[config.mk]
export PLATFORM = sky130hd
export DESIGN_NAME = ir_tachometer_position_tracker_top
export DESIGN_NICKNAME = d
export VERILOG_FILES = /design/src/irtp_pkg.sv /design/src/irtp_debounce.sv /design/src/ir_tachometer_position_tracker_top.sv
export SDC_FILE = /design/constraint.sdc
export NUM_CORES = 2
export LEC_CHECK = 0
export BUFFER_PORTS_ARGS = -buffer_cell sky130_fd_sc_hd__buf_4
export CAP_MARGIN = 20
export CORE_MARGIN = 3
export CORE_UTILIZATION = 51
export CTS_BUF_LIST = sky130_fd_sc_hd__clkbuf_4
export CTS_CLUSTER_DIAMETER = 150
export DETAILED_ROUTE_END_ITERATION = 8
export GPL_TIMING_DRIVEN = 0
export PLACE_DENSITY = 0.73
export SLEW_MARGIN = 0
export SYNTH_ARGS = -nofsm -noshare
export SYNTH_HDL_FRONTEND = slang
export SYNTH_HIERARCHICAL = 1
export SYNTH_SLANG_ARGS = --single-unit
[constraint.sdc]
create_clock -name i_clk -period 17.79 [get_ports i_clk]
set_clock_uncertainty 0.2 [all_clocks]
set_input_delay 3.558 -clock i_clk [delete_from_list [all_inputs] [get_ports i_clk]]
set_output_delay 3.558 -clock i_clk [all_outputs]
set_load 0.05 [all_outputs]
[src/irtp_pkg.sv]
// shared types, constants and register codes for the tachometer position tracker
`default_nettype none

package irtp_pkg;

    // adaptive debounce divisor and its reciprocal for the constant divide
    localparam int unsigned DEBOUNCE_DIVISOR = 10;
    localparam int unsigned DIV_SHIFT        = 32 + $clog2(DEBOUNCE_DIVISOR);
    localparam logic [64:0] DIV_MAGIC_FULL   =
        ((65'd1 << DIV_SHIFT) / DEBOUNCE_DIVISOR) + 65'd1;
    localparam logic [32:0] DIV_MAGIC        = DIV_MAGIC_FULL[32:0];

    // field widths
    localparam int unsigned TIME_W  = 32;
    localparam int unsigned DEB_W   = 24;
    localparam int unsigned MARKS_W = 8;
    localparam int unsigned CFG_AW  = 4;

    // register reset values
    localparam logic [DEB_W-1:0]   DEB_MIN_RST   = 24'd10000;
    localparam logic [DEB_W-1:0]   DEB_MAX_RST   = 24'd120000;
    localparam logic [TIME_W-1:0]  TIMEOUT_RST   = 32'd3000000;
    localparam logic [MARKS_W-1:0] OUTER_MK_RST  = 8'd8;

    // register indexes (paddr[3:2])
    localparam logic [1:0] REG_DEB_MIN  = 2'd0;
    localparam logic [1:0] REG_DEB_MAX  = 2'd1;
    localparam logic [1:0] REG_TIMEOUT  = 2'd2;
    localparam logic [1:0] REG_OUTER_MK = 2'd3;

    // item operations and sensor ids
    localparam logic OP_EDGE     = 1'b0;
    localparam logic OP_CHECK    = 1'b1;
    localparam logic SENSOR_INNER = 1'b0;
    localparam logic SENSOR_OUTER = 1'b1;

    // debounce clamp limits
    typedef struct packed {
        logic [DEB_W-1:0] lo;
        logic [DEB_W-1:0] hi;
    } t_deb_limits;

endpackage

`default_nettype wire

[src/irtp_debounce.sv]
// adaptive debounce time: period divided by the divisor, clamped to the limits
`default_nettype none

module irtp_debounce
    import irtp_pkg::*;
(
    input  wire logic [TIME_W-1:0] i_period,
    input  wire t_deb_limits       i_limits,
    output logic [DEB_W-1:0]       o_debounce
);

    logic [DIV_SHIFT+TIME_W-1:0] w_prod;
    logic [TIME_W-1:0]           w_quot;

    // divide by constant through the reciprocal
    assign w_prod = (DIV_SHIFT+TIME_W)'(i_period) * (DIV_SHIFT+TIME_W)'(DIV_MAGIC);
    assign w_quot = w_prod[DIV_SHIFT +: TIME_W];

    // below min gives min, else above max gives max
    always_comb begin
        if (w_quot < {8'd0, i_limits.lo}) begin
            o_debounce = i_limits.lo;
        end else if (w_quot > {8'd0, i_limits.hi}) begin
            o_debounce = i_limits.hi;
        end else begin
            o_debounce = w_quot[DEB_W-1:0];
        end
    end

endmodule

`default_nettype wire

[src/ir_tachometer_position_tracker_top.sv]
// tachometer with adaptive debounce and index-referenced position, top level
// the result item of an accepted item is held in the output register in the next cycle
// throughput: one item per cycle unless the output stalls; sensor state is updated
// at accept so the next item sees it at once, path: subtract, constant divide, clamp
// reset: synchronous active-low i_rst_n clears sensor state, position and
// output valid, and returns the configuration registers to their defaults
`default_nettype none

module ir_tachometer_position_tracker_top
    import irtp_pkg::*;
(
    input  wire logic              i_clk,
    input  wire logic              i_rst_n,
    // configuration port
    input  wire logic              psel,
    input  wire logic              penable,
    input  wire logic              pwrite,
    input  wire logic [CFG_AW-1:0] paddr,
    input  wire logic [31:0]       pwdata,
    output logic [31:0]            prdata,
    output logic                   pready,
    // input items
    input  wire logic              s_axis_tvalid,
    output logic                   s_axis_tready,
    input  wire logic [31:0]       s_axis_tdata,   // time_us[31:0]
    input  wire logic [1:0]        s_axis_tuser,   // operation[0], sensor_id[1]
    // result items
    output logic                   m_axis_tvalid,
    input  wire logic              m_axis_tready,
    // edge_accepted[0], period_us[32:1], pass_total[64:33], debounce_now_us[88:65],
    // position_valid[89], position_index[97:90], timed_out[98], zero[103:99]
    output logic [103:0]           m_axis_tdata
);

    // configuration registers
    logic [DEB_W-1:0]   r_deb_min;
    logic [DEB_W-1:0]   r_deb_max;
    logic [TIME_W-1:0]  r_timeout;
    logic [MARKS_W-1:0] r_outer_mk;

    // per-sensor state
    logic [TIME_W-1:0] r_last [2];
    logic [TIME_W-1:0] r_prev [2];
    logic [TIME_W-1:0] r_period [2];
    logic [TIME_W-1:0] r_count [2];
    logic [DEB_W-1:0]  r_deb [2];
    logic [1:0]        r_active;
    logic [TIME_W-1:0] n_last [2];
    logic [TIME_W-1:0] n_prev [2];
    logic [TIME_W-1:0] n_period [2];
    logic [TIME_W-1:0] n_count [2];
    logic [DEB_W-1:0]  n_deb [2];
    logic [1:0]        n_active;

    // shared position state
    logic               r_index_seen;
    logic               r_zero_next;
    logic [MARKS_W-1:0] r_mark;
    logic               n_index_seen;
    logic               n_zero_next;
    logic [MARKS_W-1:0] n_mark;

    // output register
    logic         r_m_valid;
    logic [103:0] r_m_data;
    logic [103:0] n_m_data;

    logic              w_accept;
    logic              w_op;
    logic              w_sid;
    logic [TIME_W-1:0] w_time;
    logic [TIME_W-1:0] w_elapsed;
    logic              w_edge_ok;
    logic              w_tout;
    logic [TIME_W-1:0] w_period_new;
    logic [DEB_W-1:0]  w_deb_calc;
    logic [MARKS_W:0]  w_mark_inc;
    logic              w_cfg_wr;
    t_deb_limits       w_limits;

    // register access
    assign pready   = 1'b1;
    assign w_cfg_wr = psel & penable & pwrite;

    always_comb begin
        case (paddr[3:2])
            REG_DEB_MIN:  prdata = {8'd0, r_deb_min};
            REG_DEB_MAX:  prdata = {8'd0, r_deb_max};
            REG_TIMEOUT:  prdata = r_timeout;
            REG_OUTER_MK: prdata = {24'd0, r_outer_mk};
            default:      prdata = 32'd0;
        endcase
    end

    always_ff @(posedge i_clk) begin
        if (!i_rst_n) begin
            r_deb_min  <= DEB_MIN_RST;
            r_deb_max  <= DEB_MAX_RST;
            r_timeout  <= TIMEOUT_RST;
            r_outer_mk <= OUTER_MK_RST;
        end else if (w_cfg_wr) begin
            case (paddr[3:2])
                REG_DEB_MIN:  r_deb_min  <= pwdata[DEB_W-1:0];
                REG_DEB_MAX:  r_deb_max  <= pwdata[DEB_W-1:0];
                REG_TIMEOUT:  r_timeout  <= pwdata;
                REG_OUTER_MK: r_outer_mk <= pwdata[MARKS_W-1:0];
                default:      r_timeout  <= r_timeout;
            endcase
        end
    end

    // handshake: take an item whenever the output register is free or draining
    assign s_axis_tready = ~r_m_valid | m_axis_tready;
    assign w_accept      = s_axis_tvalid & s_axis_tready;
    assign m_axis_tvalid = r_m_valid;
    assign m_axis_tdata  = r_m_data;

    assign w_op   = s_axis_tuser[0];
    assign w_sid  = s_axis_tuser[1];
    assign w_time = s_axis_tdata;

    // debounce and timeout tests against the addressed sensor
    assign w_elapsed    = w_time - r_last[w_sid];
    assign w_edge_ok    = (w_op == OP_EDGE) && (w_elapsed > {8'd0, r_deb[w_sid]});
    assign w_tout       = (w_op == OP_CHECK) && r_active[w_sid] && (w_elapsed > r_timeout);
    assign w_period_new = (r_prev[w_sid] != '0) ? (w_time - r_prev[w_sid]) : '0;
    assign w_mark_inc   = {1'b0, r_mark} + 9'd1;

    assign w_limits.lo = r_deb_min;
    assign w_limits.hi = r_deb_max;

    irtp_debounce u_debounce (
        .i_period   (w_period_new),
        .i_limits   (w_limits),
        .o_debounce (w_deb_calc)
    );

    // next state for the accepted item
    always_comb begin
        n_last       = r_last;
        n_prev       = r_prev;
        n_period     = r_period;
        n_count      = r_count;
        n_deb        = r_deb;
        n_active     = r_active;
        n_index_seen = r_index_seen;
        n_zero_next  = r_zero_next;
        n_mark       = r_mark;
        if (w_accept && w_edge_ok) begin
            n_period[w_sid] = w_period_new;
            n_prev[w_sid]   = w_time;
            n_last[w_sid]   = w_time;
            n_count[w_sid]  = r_count[w_sid] + 32'd1;
            if (r_active[w_sid] || (w_period_new != '0)) begin
                n_deb[w_sid] = w_deb_calc;
            end
            n_active[w_sid] = 1'b1;
            // index edge arms the zeroing, outer edges count marks
            if (w_sid == SENSOR_INNER) begin
                n_index_seen = 1'b1;
                n_zero_next  = 1'b1;
            end else if (r_index_seen) begin
                if (r_zero_next) begin
                    n_mark      = '0;
                    n_zero_next = 1'b0;
                end else if (w_mark_inc >= {1'b0, r_outer_mk}) begin
                    n_mark = '0;
                end else begin
                    n_mark = w_mark_inc[MARKS_W-1:0];
                end
            end
        end else if (w_accept && w_tout) begin
            n_period[w_sid] = '0;
            n_last[w_sid]   = '0;
            n_prev[w_sid]   = '0;
            n_deb[w_sid]    = r_deb_max;
            n_active[w_sid] = 1'b0;
        end
    end

    // result item shows the addressed sensor after the update
    always_comb begin
        n_m_data         = '0;
        n_m_data[0]      = w_edge_ok;
        n_m_data[32:1]   = n_period[w_sid];
        n_m_data[64:33]  = n_count[w_sid];
        n_m_data[88:65]  = n_deb[w_sid];
        n_m_data[89]     = n_index_seen;
        n_m_data[97:90]  = n_mark;
        n_m_data[98]     = w_tout;
    end

    // state registers
    always_ff @(posedge i_clk) begin
        if (!i_rst_n) begin
            for (int i = 0; i < 2; i++) begin
                r_last[i]   <= '0;
                r_prev[i]   <= '0;
                r_period[i] <= '0;
                r_count[i]  <= '0;
                r_deb[i]    <= DEB_MAX_RST;
            end
            r_active     <= '0;
            r_index_seen <= 1'b0;
            r_zero_next  <= 1'b0;
            r_mark       <= '0;
        end else begin
            r_last       <= n_last;
            r_prev       <= n_prev;
            r_period     <= n_period;
            r_count      <= n_count;
            r_deb        <= n_deb;
            r_active     <= n_active;
            r_index_seen <= n_index_seen;
            r_zero_next  <= n_zero_next;
            r_mark       <= n_mark;
        end
    end

    // output register
    always_ff @(posedge i_clk) begin
        if (!i_rst_n) begin
            r_m_valid <= 1'b0;
        end else if (s_axis_tready) begin
            r_m_valid <= s_axis_tvalid;
        end
    end

    always_ff @(posedge i_clk) begin
        if (w_accept) begin
            r_m_data <= n_m_data;
        end
    end

endmodule

`default_nettype wire
==> qor.yml <==
status: "completed"
portBuffers: 207
vias_per_cell: 6.04
antenna_found_initial: 7
synth-async-reset-ratio: 0
clock_latency_ns: 1.09
num_vias: 41000
cpLargestDelayFamily: "adder cells"
setup_viol: 0
fin_ws_ns: 0.375
grt-ovfl-total: 0
min_period_ns: 17.42
final_cell_mix: "inv_1 (635), ha_1 (513), nand2_1 (497)"
drt_first_pass_iters: 7
pin_count: 216
cts_buffers: 140
crit_required_ns: 18.38
yosys_warnings: 6
initial_utilization: 0.516
wl_per_cell_um: 24.1
cts_max_level: 4
cp-start-kind: "primary input"
syn_to_final_growth_pct: 11.8
ctsHoldBuffers: 0
grt_max_degree: 75
die_height_um: 309
finalHoldViolations: 0
clkSinkCount: 504
pre_cts_ws_ns: -5.02
max_freq_mhz: 57.4
die_w_um: 309
max_slew_margin: 0.184
crit_slowest_cell: "fa_1"
drv_slew: 0
drtIter0Drc: 4162
wl_um: 163000
cp-end-kind: "flop"
rows: 110
critPathMaxStageDelay_ns: 0.58
layout_commonest_cell: "inv_1"
synthFlopType: "dfxtp_1"
crit_buf_inv: 13
gp_congestion: 0.992
synth_cells: 5123
synth_edf_count: 99
die_area_mm2: 0.0952
synth_seq_area_share: 0.237
hpwl_um: 132000
synth_seq_cells: 504
core_area_mm2: 0.0904
syn_area_per_cell_um2: 9.11
drtAntennaViolNets: 0
dpl_cell_area_mm2: 0.0498
period_share: 0.979
grt_pass1_wl_um: 245000
clock_path_buffers: 3
fin_nets: 6482
grtUsageTotal: 0.341
rrSetupSlack_ns: 4.23
max_slew.worst_pin.slew_ns: 1.22
clk_pin_slew_worst_paths_ns: 0.07
cts_tree: "built"
cts-root-buf: "clkbuf_4"
cp_max_fo: 28
final_cell_area_mm2: 0.0522
netlist_area_mm2: 0.0467
cp_data_arrival_time_ns: 18.01
grt_pass1_vias: 40200
critPathKind: "in -> reg"
layout-drive-gt1-share: 0.136
drc: 0
hp-class: "reg -> reg"
drv_cap: 0
ys_types: 109
tightest hold or removal path: stages, from the launching register on:
cell     delay [ns]
dfxtp_1        0.31
nand2_1        0.05
a21oi_1        0.05
registers in the layout, indices dropped and copies added, names as in the netlist, 8 cells and up, named ones only:
register / flops
r_mark: 8
r_period: 64
r_last: 64
r_deb_min: 24
r_timeout: 32
r_outer_mk: 8
r_deb: 48
r_deb_max: 24
r_count: 64
r_prev: 64
m_axis_tdata: 99
final cells by class:
cell class	instances	area (um^2)
Clock inverter	47	277
Clock buffer	202	1520
Sequential cell	504	11100
Multi-Input combinational cell	3714	32300
Tap cell	1176	1470
Timing Repair Buffer	235	1800
Antenna cell	6	15.0
Inverter	648	2480
Buffer	250	1210
Fill cell	8100	38300
per-layer routing:
metal | global-route usage | wire (um)
met5 | 0 | 23
met4 | 0.136 | 7170
met3 | 0.0887 | 17000
met2 | 0.535 | 72800
met1 | 0.452 | 66300
metrics by stage:
stage	util	hold WS, ns	setup TNS, ns	instances
3_5_place_dp	0.551	0.248	-301.99	6519
3_3_place_gp	0.550	0.245	-345.99	6510
2_1_floorplan	-	0.236	0	5127
5_1_grt	0.577	0.277	-0.128	6779
4_1_cts	0.574	0.258	0	6767
6_report	0.577	0.261	0	6782
logic make-up (layout without fill, tap and decap cells):
logic type | Yosys count | count (layout) | share of synthesized area
buf+inv | 909 | 1382 | 0.0779
flops | 504 | 504 | 0.237
fa+ha+maj | 912 | 912 | 0.307
mux | 200 | 200 | 0.0463
compound gates | 1047 | 1047 | 0.155
simple gates | 1339 | 1339 | 0.137
xor+xnor | 210 | 210 | 0.0400
other cells | 2 | 12 | 0.000161
synth_stat cells, types with 45 or more instances:
cell	instances	area share
nor3_1	60	0.0064
edfxtp_1	99	0.064
ha_1	524	0.14
xor2_1	74	0.014
a21oi_1	381	0.041
o21ai_0	132	0.014
nor4_1	60	0.0080
nand2_1	497	0.040
clkbuf_1	183	0.015
mux2i_1	146	0.031
xnor2_1	134	0.025
a32o_1	66	0.014
and2_1	53	0.0071
nand3_1	206	0.022
nand4_1	67	0.0090
mux2_2	45	0.011
inv_1	643	0.052
a21o_1	87	0.014
nor2_1	229	0.018
fa_1	388	0.17
dfxtp_1	405	0.17
timing repair:
action	in CTS	in global routing
setup endpoints to repair	72	72
gates resized for setup	73	46
pin swaps	1	3
setup buffers	4	15
path summary, 6_finish.rpt:
check                          from                          to  cells past startpoint
max                 s_axis_tuser[1]  m_axis_tdata[75]$_DFFE_PP_                     50
min           r_count[1]$_SDFF_PN0_       r_count[1]$_SDFF_PN0_                      2
max reg2reg  r_prev[0]$_SDFFE_PN0P_  m_axis_tdata[75]$_DFFE_PP_                     45
min reg2reg   r_count[1]$_SDFF_PN0_       r_count[1]$_SDFF_PN0_                      2
Power is left out: the tool's default activity adds up to more than one toggle a clock period on the data nets, which glitch-free logic cannot reach.
